$ cat src/design/bsr_pkg.sv
// Shared types and constants for the BMP stream to RGB565 converter.
`default_nettype none
package bsr_pkg;

  localparam int unsigned MaxImageDim = 4096;
  localparam int unsigned DimW        = $clog2(MaxImageDim + 1);
  localparam int unsigned HeaderLast  = 33;
  localparam int unsigned FifoDepth   = 2;

  localparam logic [7:0] SigB = 8'h42;
  localparam logic [7:0] SigM = 8'h4D;
  localparam logic [15:0] Bpp24 = 16'd24;

  typedef enum logic [1:0] {
    ST_PIXEL   = 2'd0,
    ST_BAD_SIG = 2'd1,
    ST_UNSUP   = 2'd2
  } status_e;

  // One request from the parser to the output side.
  typedef struct packed {
    status_e          status;
    logic [DimW-1:0]  col;
    logic [DimW-1:0]  yoff;
    logic [15:0]      color;
    logic             last;
  } ev_t;

endpackage
`default_nettype wire

$ cat src/design/bsr_front.sv
// Byte parser: header fields, skip, pixel assembly, row padding.
`default_nettype none
module bsr_front (
  input  wire            clk_i,
  input  wire            rst_ni,
  input  wire            acc_i,
  input  wire [7:0]      data_byte_i,
  input  wire            start_of_file_i,
  output logic           ev_valid_o,
  output bsr_pkg::ev_t   ev_o
);
  import bsr_pkg::*;

  typedef enum logic [4:0] {
    PH_IDLE = 5'b00001,
    PH_HDR  = 5'b00010,
    PH_SKIP = 5'b00100,
    PH_PIX  = 5'b01000,
    PH_PAD  = 5'b10000
  } phase_e;

  phase_e          ph_q, ph_d, ph_c;
  logic [31:0]     pos_q, pos_d, pos_c;
  logic [31:0]     off_q, off_d, off_c;
  logic [31:0]     wid_q, wid_d, wid_c;
  logic [31:0]     hgt_q, hgt_d, hgt_c;
  logic [15:0]     bpp_q, bpp_d, bpp_c;
  logic            cmp_q, cmp_d, cmp_c;
  logic [DimW-1:0] col_q, col_d;
  logic [DimW-1:0] row_q, row_d;
  logic [1:0]      tri_q, tri_d;
  logic [1:0]      pad_q, pad_d;
  logic [7:0]      blu_q, blu_d, grn_q, grn_d;
  logic            w_noz, h_noz, bad_fmt, row_end, last;

  // Effective state after an optional restart
  always_comb begin
    ph_c  = start_of_file_i ? PH_HDR : ph_q;
    pos_c = start_of_file_i ? '0 : pos_q;
    off_c = start_of_file_i ? '0 : off_q;
    wid_c = start_of_file_i ? '0 : wid_q;
    hgt_c = start_of_file_i ? '0 : hgt_q;
    bpp_c = start_of_file_i ? '0 : bpp_q;
    cmp_c = start_of_file_i ? 1'b0 : cmp_q;
  end

  // Header field assembly, little-endian
  always_comb begin
    off_d = off_c; wid_d = wid_c; hgt_d = hgt_c; bpp_d = bpp_c; cmp_d = cmp_c;
    if (ph_c == PH_HDR) begin
      case (pos_c[5:0]) inside
        6'd10: off_d[7:0]   = data_byte_i;
        6'd11: off_d[15:8]  = data_byte_i;
        6'd12: off_d[23:16] = data_byte_i;
        6'd13: off_d[31:24] = data_byte_i;
        6'd18: wid_d[7:0]   = data_byte_i;
        6'd19: wid_d[15:8]  = data_byte_i;
        6'd20: wid_d[23:16] = data_byte_i;
        6'd21: wid_d[31:24] = data_byte_i;
        6'd22: hgt_d[7:0]   = data_byte_i;
        6'd23: hgt_d[15:8]  = data_byte_i;
        6'd24: hgt_d[23:16] = data_byte_i;
        6'd25: hgt_d[31:24] = data_byte_i;
        6'd28: bpp_d[7:0]   = data_byte_i;
        6'd29: bpp_d[15:8]  = data_byte_i;
        [6'd30:6'd33]: cmp_d = cmp_c | (data_byte_i != 8'd0);
        default: ;
      endcase
    end
  end

  assign w_noz = (wid_d == '0) || wid_d[31];
  assign h_noz = (hgt_d == '0) || hgt_d[31];
  assign bad_fmt = (bpp_d != Bpp24) || cmp_d || (off_d < 32'(HeaderLast + 1)) ||
                   (!w_noz && wid_d > 32'(MaxImageDim)) ||
                   (!h_noz && hgt_d > 32'(MaxImageDim));
  assign row_end = (col_q + 1'b1) == wid_q[DimW-1:0];
  assign last    = row_end && ((row_q + 1'b1) == hgt_q[DimW-1:0]);

  // Phase sequencing and event generation
  always_comb begin
    ph_d = ph_c; pos_d = pos_c;
    col_d = col_q; row_d = row_q; tri_d = tri_q; pad_d = pad_q;
    blu_d = blu_q; grn_d = grn_q;
    ev_valid_o = 1'b0;
    ev_o = '{status: ST_PIXEL, col: col_q,
             yoff: hgt_q[DimW-1:0] - 1'b1 - row_q,
             color: {data_byte_i[7:3], grn_q[7:2], blu_q[7:3]}, last: last};
    unique case (ph_c)
      PH_HDR: begin
        col_d = '0; row_d = '0; tri_d = '0; pad_d = '0;
        blu_d = '0; grn_d = '0;
        pos_d = pos_c + 32'd1;
        if ((pos_c == 32'd0 && data_byte_i != SigB) ||
            (pos_c == 32'd1 && data_byte_i != SigM)) begin
          ph_d = PH_IDLE;
          ev_valid_o = 1'b1;
          ev_o = '{status: ST_BAD_SIG, col: '0, yoff: '0, color: '0, last: 1'b0};
        end else if (pos_c == 32'(HeaderLast)) begin
          if (bad_fmt) begin
            ph_d = PH_IDLE;
            ev_valid_o = 1'b1;
            ev_o = '{status: ST_UNSUP, col: '0, yoff: '0, color: '0, last: 1'b0};
          end else if (w_noz || h_noz) begin
            ph_d = PH_IDLE;
          end else if (off_d == pos_d) begin
            ph_d = PH_PIX;
          end else begin
            ph_d = PH_SKIP;
          end
        end
      end
      PH_SKIP: begin
        pos_d = pos_c + 32'd1;
        if (pos_d == off_c) ph_d = PH_PIX;
      end
      PH_PIX: begin
        case (tri_q)
          2'd0: begin blu_d = data_byte_i; tri_d = 2'd1; end
          2'd1: begin grn_d = data_byte_i; tri_d = 2'd2; end
          default: begin
            tri_d = 2'd0;
            ev_valid_o = 1'b1;
            if (last) begin
              ph_d = PH_IDLE;
            end else if (row_end) begin
              col_d = '0;
              row_d = row_q + 1'b1;
              pad_d = wid_q[1:0];
              if (wid_q[1:0] != 2'd0) ph_d = PH_PAD;
            end else begin
              col_d = col_q + 1'b1;
            end
          end
        endcase
      end
      PH_PAD: begin
        pad_d = pad_q - 2'd1;
        if (pad_d == 2'd0) ph_d = PH_PIX;
      end
      default: ;
    endcase
    if (!acc_i) ev_valid_o = 1'b0;
  end

  always_ff @(posedge clk_i or negedge rst_ni) begin
    if (!rst_ni) begin
      ph_q <= PH_IDLE; pos_q <= '0; off_q <= '0; wid_q <= '0; hgt_q <= '0;
      bpp_q <= '0; cmp_q <= 1'b0; col_q <= '0; row_q <= '0; tri_q <= '0;
      pad_q <= '0; blu_q <= '0; grn_q <= '0;
    end else if (acc_i) begin
      ph_q <= ph_d; pos_q <= pos_d; off_q <= off_d; wid_q <= wid_d; hgt_q <= hgt_d;
      bpp_q <= bpp_d; cmp_q <= cmp_d; col_q <= col_d; row_q <= row_d; tri_q <= tri_d;
      pad_q <= pad_d; blu_q <= blu_d; grn_q <= grn_d;
    end
  end

`ifndef SYNTHESIS
  a_tri_range: assert property (@(posedge clk_i) disable iff (!rst_ni) tri_q != 2'd3)
    else $error("triple counter out of range");
  a_pad_only_in_pad: assert property (@(posedge clk_i) disable iff (!rst_ni)
    ph_q == PH_PAD |-> pad_q != 2'd0)
    else $error("pad phase with no pad bytes left");
  a_event_on_accept: assert property (@(posedge clk_i) disable iff (!rst_ni)
    ev_valid_o |-> acc_i)
    else $error("request without an accepted byte");
`endif
endmodule
`default_nettype wire

$ cat src/design/bsr_fifo.sv
// Two-entry request queue between parser and output stage.
`default_nettype none
module bsr_fifo (
  input  wire           clk_i,
  input  wire           rst_ni,
  input  wire           wr_i,
  input  bsr_pkg::ev_t  wdata_i,
  output logic          full_o,
  input  wire           rd_i,
  output bsr_pkg::ev_t  rdata_o,
  output logic          nempty_o
);
  import bsr_pkg::*;

  ev_t        mem_q [FifoDepth];
  logic       wp_q, rp_q;
  logic [1:0] cnt_q;

  assign full_o   = cnt_q == 2'(FifoDepth);
  assign nempty_o = cnt_q != 2'd0;
  assign rdata_o  = mem_q[rp_q];

  // Storage
  always_ff @(posedge clk_i) begin
    if (wr_i) mem_q[wp_q] <= wdata_i;
  end

  // Pointers and fill level
  always_ff @(posedge clk_i or negedge rst_ni) begin
    if (!rst_ni) begin
      wp_q <= 1'b0; rp_q <= 1'b0; cnt_q <= '0;
    end else begin
      if (wr_i) wp_q <= ~wp_q;
      if (rd_i) rp_q <= ~rp_q;
      cnt_q <= cnt_q + {1'b0, wr_i} - {1'b0, rd_i};
    end
  end

`ifndef SYNTHESIS
  a_no_overflow: assert property (@(posedge clk_i) disable iff (!rst_ni)
    wr_i |-> !full_o) else $error("queue write while full");
  a_no_underflow: assert property (@(posedge clk_i) disable iff (!rst_ni)
    rd_i |-> nempty_o) else $error("queue read while empty");
  a_level: assert property (@(posedge clk_i) disable iff (!rst_ni)
    cnt_q <= 2'(FifoDepth)) else $error("queue level out of range");
`endif
endmodule
`default_nettype wire

$ cat src/design/bsr_back.sv
// Output stage: origin registers, screen position, result register.
`default_nettype none
module bsr_back (
  input  wire           clk_i,
  input  wire           rst_ni,
  input  wire           psel,
  input  wire           penable,
  input  wire           pwrite,
  input  wire  [2:0]    paddr,
  input  wire  [31:0]   pwdata,
  output logic [31:0]   prdata,
  input  wire           ev_nempty_i,
  input  bsr_pkg::ev_t  ev_i,
  output logic          ev_rd_o,
  output logic          empty,
  input  wire           pop,
  output logic [1:0]    status_o,
  output logic [15:0]   pixel_x_o,
  output logic [15:0]   pixel_y_o,
  output logic [15:0]   color_o,
  output logic          last_pixel_o
);
  import bsr_pkg::*;

  logic [15:0] ox_q, oy_q;
  logic        vld_q;
  logic [1:0]  st_q;
  logic [15:0] px_q, py_q, col_q;
  logic        last_q;
  logic        is_pix;

  // Configuration registers
  always_ff @(posedge clk_i or negedge rst_ni) begin
    if (!rst_ni) begin
      ox_q <= '0; oy_q <= '0;
    end else if (psel && penable && pwrite) begin
      if (paddr[2]) oy_q <= pwdata[15:0];
      else          ox_q <= pwdata[15:0];
    end
  end
  assign prdata = paddr[2] ? {16'd0, oy_q} : {16'd0, ox_q};

  // Result register, loaded from the queue head
  assign ev_rd_o = ev_nempty_i && (!vld_q || pop);
  assign is_pix  = ev_i.status == ST_PIXEL;

  always_ff @(posedge clk_i or negedge rst_ni) begin
    if (!rst_ni) vld_q <= 1'b0;
    else if (ev_rd_o) vld_q <= 1'b1;
    else if (pop) vld_q <= 1'b0;
  end

  always_ff @(posedge clk_i) begin
    if (ev_rd_o) begin
      st_q   <= ev_i.status;
      px_q   <= is_pix ? ox_q + 16'(ev_i.col) : 16'd0;
      py_q   <= is_pix ? oy_q + 16'(ev_i.yoff) : 16'd0;
      col_q  <= ev_i.color;
      last_q <= ev_i.last;
    end
  end

  assign empty        = !vld_q;
  assign status_o     = st_q;
  assign pixel_x_o    = px_q;
  assign pixel_y_o    = py_q;
  assign color_o      = col_q;
  assign last_pixel_o = last_q;

`ifndef SYNTHESIS
  a_load_needs_req: assert property (@(posedge clk_i) disable iff (!rst_ni)
    ev_rd_o |-> ev_nempty_i) else $error("load from empty queue");
  a_hold_when_stalled: assert property (@(posedge clk_i) disable iff (!rst_ni)
    (vld_q && !pop) |=> vld_q) else $error("result dropped");
  a_load_when_free: assert property (@(posedge clk_i) disable iff (!rst_ni)
    ev_rd_o |-> (!vld_q || pop)) else $error("result overwritten");
`endif
endmodule
`default_nettype wire

$ cat src/design/bmp24_stream_to_rgb565_core.sv
// Top level: BMP byte stream in, RGB565 pixels with screen positions out.
// Throughput: one byte per cycle, sustained; full rises only when the
//   two-entry queue between parser and output register backs up.
// Result path: the edge that accepts a request's last byte writes it into the
//   queue; the output register loads it from the queue head when free or popped.
// Reset (rst_ni, asynchronous, low) idles the parser, empties the queue and
//   clears origin_x and origin_y to zero.
`default_nettype none
module bmp24_stream_to_rgb565_core (
  input  wire         clk_i,
  input  wire         rst_ni,
  input  wire         psel,
  input  wire         penable,
  input  wire         pwrite,
  input  wire  [2:0]  paddr,
  input  wire  [31:0] pwdata,
  output logic [31:0] prdata,
  output logic        pready,
  input  wire         push,
  output logic        full,
  input  wire  [7:0]  data_byte_i,
  input  wire         start_of_file_i,
  output logic        empty,
  input  wire         pop,
  output logic [1:0]  status_o,
  output logic [15:0] pixel_x_o,
  output logic [15:0] pixel_y_o,
  output logic [15:0] color_o,
  output logic        last_pixel_o
);
  import bsr_pkg::*;

  logic acc, ev_valid, q_nempty, q_rd;
  ev_t  ev, q_head;

  assign pready = 1'b1;
  assign acc    = push && !full;

  bsr_front u_front (
    .clk_i, .rst_ni, .acc_i(acc), .data_byte_i, .start_of_file_i,
    .ev_valid_o(ev_valid), .ev_o(ev)
  );

  bsr_fifo u_fifo (
    .clk_i, .rst_ni, .wr_i(ev_valid), .wdata_i(ev), .full_o(full),
    .rd_i(q_rd), .rdata_o(q_head), .nempty_o(q_nempty)
  );

  bsr_back u_back (
    .clk_i, .rst_ni, .psel, .penable, .pwrite, .paddr, .pwdata, .prdata,
    .ev_nempty_i(q_nempty), .ev_i(q_head), .ev_rd_o(q_rd), .empty, .pop,
    .status_o, .pixel_x_o, .pixel_y_o, .color_o, .last_pixel_o
  );
endmodule
`default_nettype wire

$ cat config.mk
export PLATFORM = sky130hd
export DESIGN_NAME = bmp24_stream_to_rgb565_core
export DESIGN_NICKNAME = d
export VERILOG_FILES = /design/src/design/bsr_pkg.sv /design/src/design/bsr_front.sv /design/src/design/bsr_fifo.sv /design/src/design/bsr_back.sv /design/src/design/bmp24_stream_to_rgb565_core.sv
export SDC_FILE = /design/constraint.sdc
export NUM_CORES = 1
export LEC_CHECK = 0
export BUFFER_PORTS_ARGS = -buffer_cell sky130_fd_sc_hd__buf_2
export CAP_MARGIN = 0
export CORE_MARGIN = 5
export CORE_UTILIZATION = 50
export CTS_BUF_LIST = sky130_fd_sc_hd__clkbuf_4 sky130_fd_sc_hd__clkbuf_8 sky130_fd_sc_hd__clkbuf_16
export DETAILED_ROUTE_END_ITERATION = 10
export PLACE_DENSITY = 0.76
export SLEW_MARGIN = 30
export SYNTH_ARGS = -nofsm -noshare
export SYNTH_HDL_FRONTEND = slang
export SYNTH_SLANG_ARGS = --single-unit
$ cat constraint.sdc
create_clock -name clk_i -period 4.87 [get_ports clk_i]
set_clock_uncertainty 0.2 [all_clocks]
set_input_delay 0.487 -clock clk_i [delete_from_list [all_inputs] [get_ports clk_i]]
set_output_delay 0.487 -clock clk_i [all_outputs]
set_load 0.05 [all_outputs]
==> results.md, run 1 <==
* Initial antenna violation count at 1
* Avg Synthesized Cell Area at roughly 10 sq um
* Status: finished clean
* Top-Level Pins at around 140
* Post-Layout Cell Count at between 2k and 3k
* Relative slew slack at a little under half
* CTS root buffer: clkbuf_16
* Cell Pwr Density at ~450 mW/mm^2
* Die extent in x at ~220 microns
* GRT Overall Usage at ~25%
* Vias in the first global route at 17.7k
* CTS H-tree depth at 2
* Post-synthesis cell area at 0.0218 sq mm
* Resized Gates After CTS at 0
* Synth Instances at 2184
* Critical path arrival at a little under 5 ns
* Worst-Margin Slew at between 0.8 and 0.9 ns
* Tcrit/Tclk final at 94.0%
* Worst min-delay path category: input port to register
* Post-DP HPWL at around 42 mm
* Area grow syn2layout at 13.1%
* Commonest non-fill, non-tap cells in the layout: 226 x dfrtp_1, 192 x nand2_1, 144 x nor2_1
* Ys async rst share at between 60% and 70%
* Drt initial violations at roughly 1.8k
* Yosys reg bits at approximately 370
* Critical Path End Type: register
* Remaining DRCs at 0
* Largest net degree at the start of global routing at 96
* Clock slew at reported path FFs at approximately 0.070 ns
* TritonCTS Buffers at 40
* Share of cells above drive strength 1 at around 17%
* CTS Sinks at between 300 and 400
* CTS tree: built
* Top_reg_cell synth: dfrtp_1
* Number of synthesized flops with an enable pin at about 140
* RSZ-0062 raised after global routing: no
* Max-slew violation count at 0
* FILL cells at between 3k and 4k
* Final-report hold violation count at 0
* CORE AREA at between 0.04 and 0.05 sq mm
* Nets at about 2.4k
* Number of core rows at 76
* Via count at between 15k and 20k
* Port buffer count at around 100
* CTS max path bufs at 3
* Min Hold Slack at roughly 0.17 ns
* Full die area at ~0.048 sq mm
* Critical Path RT at about 5.2 ns
* TritonRoute pass-1 iters at 5
* RePlAce Congestion at between 0.9 and 1
* Max capacitance violation total at 0
* Inst Count DP at 2813
* WL/cell at about 21 microns
* Post-synthesis sequential area ratio at between 40% and 50%
* Leak Pwr at between 10 and 15 nW
* Initial core utilization at between 50 and 60%
* Vias/cell at between 6 and 7
* Final wirelength at 61.4 mm
* Post-route antenna net violation count at 0
* WS Path Type: register to register
* VDD IR max at between 0.3 and 0.4 mV
* # setup viols final at 0
* GRT Residual Overflow at 0
* Fmax achieved at approximately 220 MHz
* Commonest non-fill, non-tap cell in the layout: dfrtp_1
* Ys Warns at 0
* Post-synthesis cell type count at roughly 110
* Die height at ~220 microns
* Startpoint Class: register
* Worst-path fanout max at 16
* Final min period at approximately 4.6 ns
* Clk_lat worst skew at around 0.56 ns
* First-pass GRT wire length at just under 100 mm
==> worst paths after layout <==
| kind | slack [ns] | to | cells past startpoint | from |
|---|---|---|---|---|
| setup / recovery | 0.29 | u_front.ph_q[3]$_DFFE_PN0P_ | 11 | u_front.pos_q[0]$_DFFE_PN0P_ |
| hold / removal | 0.17 | u_front.bpp_q[1]$_DFFE_PN0P_ | 2 | data_byte_i[1] |
| setup reg to reg | 0.29 | u_front.ph_q[3]$_DFFE_PN0P_ | 11 | u_front.pos_q[0]$_DFFE_PN0P_ |
| hold reg to reg | 0.27 | u_front.wid_q[24]$_DFFE_PN0P_ | 2 | u_front.wid_q[24]$_DFFE_PN0P_ |
| max in group asynchronous | 3.03 | u_fifo.rp_q$_DFFE_PN0P_ | 3 | rst_ni |
| min in group asynchronous | 0.36 | u_front.bpp_q[8]$_DFFE_PN0P_ | 2 | rst_ni |
==> worst max-delay path, cell delays in order, from the launching register on <==
cell and delay, ns:
dfrtp_1 0.63, buf_4 0.24, nand3b_4 0.20, or4_4 0.72, or3_1 0.42, xnor2_1 0.29
xor2_1 0.39, o2111ai_1 0.19, nor4_1 0.62, nand4_1 0.25, a21oi_1 0.19, a2bb2oi_1 0.16
==> stage by stage <==
stage / util, % / power (mW) / TNS (ns) / worst slack (ns) / cell area (sq um)
2_1_floorplan: - / 6.91 / -36.51 / -0.406 / 21900
3_3_place_gp: 53.4 / 7.80 / 0 / 0.0266 / 23000
3_5_place_dp: 53.5 / 7.92 / 0 / 0.350 / 23100
4_1_cts: 57.2 / 11.2 / 0 / 0.403 / 24700
5_1_grt: 57.3 / 11.7 / 0 / 0.112 / 24700
6_report: 57.3 / 11.2 / 0 / 0.290 / 24700
==> cell type report <==
cell class / count / area (sq um) / share of cell area, %
repair buffers: 199 / 1370 / 5.56
clock buffers: 58 / 1170 / 4.73
flip-flops and latches: 369 / 9940 / 40.3
multi-input cells: 1606 / 10900 / 44.3
inverters: 74 / 278 / 1.13
diodes: 1 / 2.50 / 0.0101
clock inverters: 14 / 244 / 0.988
well taps: 585 / 732 / 2.97
==> flip-flops by register name, indices dropped and copies added (netlist names), 16 cells and up <==
| signal | cells |
|---|---|
| u_back.color_o | 16 |
| u_back.ox_q | 16 |
| u_back.oy_q | 16 |
| u_back.pixel_x_o | 16 |
| u_back.pixel_y_o | 16 |
| u_fifo.mem_q | 90 |
| u_front.bpp_q | 16 |
| u_front.hgt_q | 32 |
| u_front.off_q | 32 |
| u_front.pos_q | 32 |
| u_front.wid_q | 32 |
==> timing repair <==
item,4_1_cts,5_1_grt
hold buffers,18,0
hold endpoints to repair,123,0
setup buffers,0,0
setup endpoints to repair,0,0
==> report_power, final <==
part           switching (mW)  internal, mW
Sequential              0.329          3.78
Combinational            2.65          1.20
Clock                    1.27          1.99
Total                    4.25          6.97
==> cells by family after synthesis <==
kind of cell | after synthesis | share of synthesized area, %
adder cells (fa/ha/maj) | 46 | 2.74
AO/OA/AOI/OAI | 509 | 16.0
AND/OR/NAND/NOR | 789 | 19.7
flip-flops | 369 | 45.6
other | 2 | 0.0344
buffers and inverters | 224 | 4.71
multiplexers | 117 | 5.92
XOR/XNOR | 128 | 5.35
==> cell usage after synthesis, drive strengths merged (58+ instances only) <==
master | n | area (sq um)
nand2 | 193 | 724
a22o | 90 | 788
mux2 | 97 | 1090
nor3 | 73 | 417
inv | 73 | 274
xnor2 | 79 | 711
nor2 | 147 | 554
dfrtp | 227 | 5680
clkbuf | 85 | 324
a21oi | 85 | 429
nand3 | 58 | 315
edfxtp | 141 | 4230
o21ai | 157 | 808
nor4 | 59 | 433
buf | 65 | 427
==> metal layers <==
layer | up-vias | track usage [%] | part of all wire (%)
met5 | - | 0 | 0
met4 | 0 | 9.76 | 4.0
met3 | 181 | 5.16 | 8.0
met2 | 817 | 41.0 | 47
met1 | 8788 | 33.4 | 41
li1 | 8267 | - | -
(Power assumes the default switching activity.)
==> run 2, diff against run 1 <==
- CTS_BUF_LIST: sky130_fd_sc_hd__clkbuf_4 sky130_fd_sc_hd__clkbuf_8 sky130_fd_sc_hd__clkbuf_16 -> sky130_fd_sc_hd__clkbuf_4 sky130_fd_sc_hd__clkbuf_8
==> run 2 against run 1 <==
Effect of this change:
- via count increased by 0.44%
- clock power down 8.0%
- flip-flop and latch count did not move
- largest cell class unchanged
==> results.md, run 2 (synthesis gave the netlist of run 1 again) <==
* Status: finished clean
* Leak Pwr at 10.1 nW
* CTS Sinks at around 370
* Final wirelength at between 60 and 70 mm
* Max-slew violation count at 0
* Diodes inserted at 0
* Area grow syn2layout at 13.0%
* Largest reg by FF count: u_fifo.mem_q
* Total Power at between 10 and 15 mW
* Largest net degree at the start of global routing at 96
* TNS Setup at 0 ns
* Final min period at between 4 and 5 ns
* CTS root buffer: clkbuf_8
* CTS H-tree depth at 2
* Nets at around 2.4k
* Critical Path RT at around 5.3 ns
* Largest register FFs at 90
* Final-report hold violation count at 0
* WL/cell at around 21 microns
* Initial core utilization at ~50%
* Worst-Margin Slew at 0.796 ns
* WS Path Type: register to register
* TritonRoute pass-1 iters at 7
* CTS tree: built
* Commonest non-fill, non-tap cells in the layout: 226 x dfrtp_1, 192 x nand2_1, 144 x nor2_1
* Critical path arrival at ~5 ns
* Via count at about 18k
* Post-Layout Cell Count at between 2k and 3k
* Vias/cell at 6.15
* CTS max path bufs at 3
* Post-route antenna net violation count at 0
* RSZ-0062 raised after global routing: no
* Commonest non-fill, non-tap cell in the layout: dfrtp_1
* Remaining DRCs at 0
* Final design utilization at 57.2%
* Port buffer count at 101
* Die extent in x at between 200 and 250 microns
* GRT Residual Overflow at 0
* Cell Pwr Density at between 400 and 500 mW/mm^2
* Worst min-delay path category: input port to register
* Initial antenna violation count at 0
* Worst-path fanout max at 16
* Hold depth at 2
* Critical Path End Type: register
* TritonCTS Buffers at slightly above 60
* Die height at about 220 microns
* Full die area at between 0.04 and 0.05 sq mm
* FILL cells at around 3.6k
* Tcrit/Tclk final at between 90% and 100%
* Share of cells above drive strength 1 at a little under a fifth
* Fmax achieved at 218 MHz
* Resized Gates After CTS at 0
* GRT Overall Usage at 25.0%
* Clk_lat worst skew at ~0.68 ns
* Vias in the first global route at approximately 18k
* # setup viols final at 0
* VDD IR max at approximately 0.34 mV
* CORE AREA at around 0.043 sq mm
* Reg2Reg Depth at 11
* Number of core rows at 76
* Relative slew slack at a little under half
* Inst Count DP at roughly 2.8k
* Post-DP HPWL at ~42 mm
* Top-Level Pins at 137
* First-pass GRT wire length at ~97 mm
* Drt initial violations at around 2k
* RePlAce Congestion at approximately 0.96
* Startpoint Class: register
* Max capacitance violation total at 0
* Clock slew at reported path FFs at roughly 0.070 ns
[run 2: changes by cell type in the layout (fill, tap and decap cells not counted)]
| cell | delta |
|---|---|
| clkinv_1 | +7 |
| clkbuf_16 | -40 |
| clkbuf_4 | +4 |
| buf_8 | +1 |
| inv_12 | +2 |
| clkinv_4 | -2 |
| buf_6 | -1 |
| diode_2 | -1 |
| bufinv_16 | -3 |
| clkinv_2 | +5 |
| clkbuf_8 | +71 |
| clkinv_8 | -1 |
[run 2: final cells by class]
type	count	area, sq um	area share [%]
multi-input combinational	1606	10900	44.4
inverter	74	278	1.13
clock inverter	22	204	0.827
clock buffer	93	1170	4.76
sequential	369	9940	40.3
tap	585	732	2.97
timing repair buffer	199	1380	5.58
[run 2: final timing paths]
kind | startpoint | endpoint | slack (ns)
setup / recovery | u_front.pos_q[0]$_DFFE_PN0P_ | u_front.ph_q[3]$_DFFE_PN0P_ | 0.28
hold / removal | data_byte_i[1] | u_front.hgt_q[9]$_DFFE_PN0P_ | 0.05
setup reg to reg | u_front.pos_q[0]$_DFFE_PN0P_ | u_front.ph_q[3]$_DFFE_PN0P_ | 0.28
hold reg to reg | u_front.wid_q[24]$_DFFE_PN0P_ | u_front.wid_q[24]$_DFFE_PN0P_ | 0.27
max in group asynchronous | rst_ni | u_fifo.rp_q$_DFFE_PN0P_ | 3.07
min in group asynchronous | rst_ni | u_front.hgt_q[19]$_DFFE_PN0P_ | 0.23
[run 2: power by group]
part | switching, mW | internal, mW | leakage [nW]
sequential | 0.323 | 3.78 | 4.41
combinational | 2.65 | 1.20 | 4.93
clock | 1.30 | 1.71 | 0.726
total | 4.27 | 6.68 | 10.1
[run 2: through the flow]
| stage | setup slack (ns) | hold slack (ns) | area (sq um) |
|---|---|---|---|
| 3_5_place_dp | 0.350 | 0.254 | 23100 |
| 6_report | 0.284 | 0.0530 | 24600 |
| 2_1_floorplan | -0.406 | -0.00859 | 21900 |
| 3_3_place_gp | 0.0266 | 0.253 | 23000 |
| 4_1_cts | 0.409 | 0.0234 | 24600 |
| 5_1_grt | 0.106 | 0.0536 | 24600 |
[run 2: per-layer routing]
metal,vias to the layer above,track usage (%),wire length [microns]
met4,0,9.34,2230
met3,178,5.09,5120
met2,823,40.3,28400
met1,8801,33.5,25200
met5,-,0,0
li1,8331,-,-
[run 2: timing repair]
action	4_1_cts	5_1_grt
setup buffers	0	0
hold buffers	18	0
hold endpoints to repair	123	0
[run 2: critical path, stage by stage, from the launching register on]
cell	delay [ns]
dfrtp_1	0.62
buf_4	0.24
nand3b_4	0.20
or4_4	0.72
or3_1	0.43
xnor2_1	0.29
xor2_1	0.41
o2111ai_1	0.19
nor4_1	0.60
nand4_1	0.24
a21oi_1	0.19
a2bb2oi_1	0.16
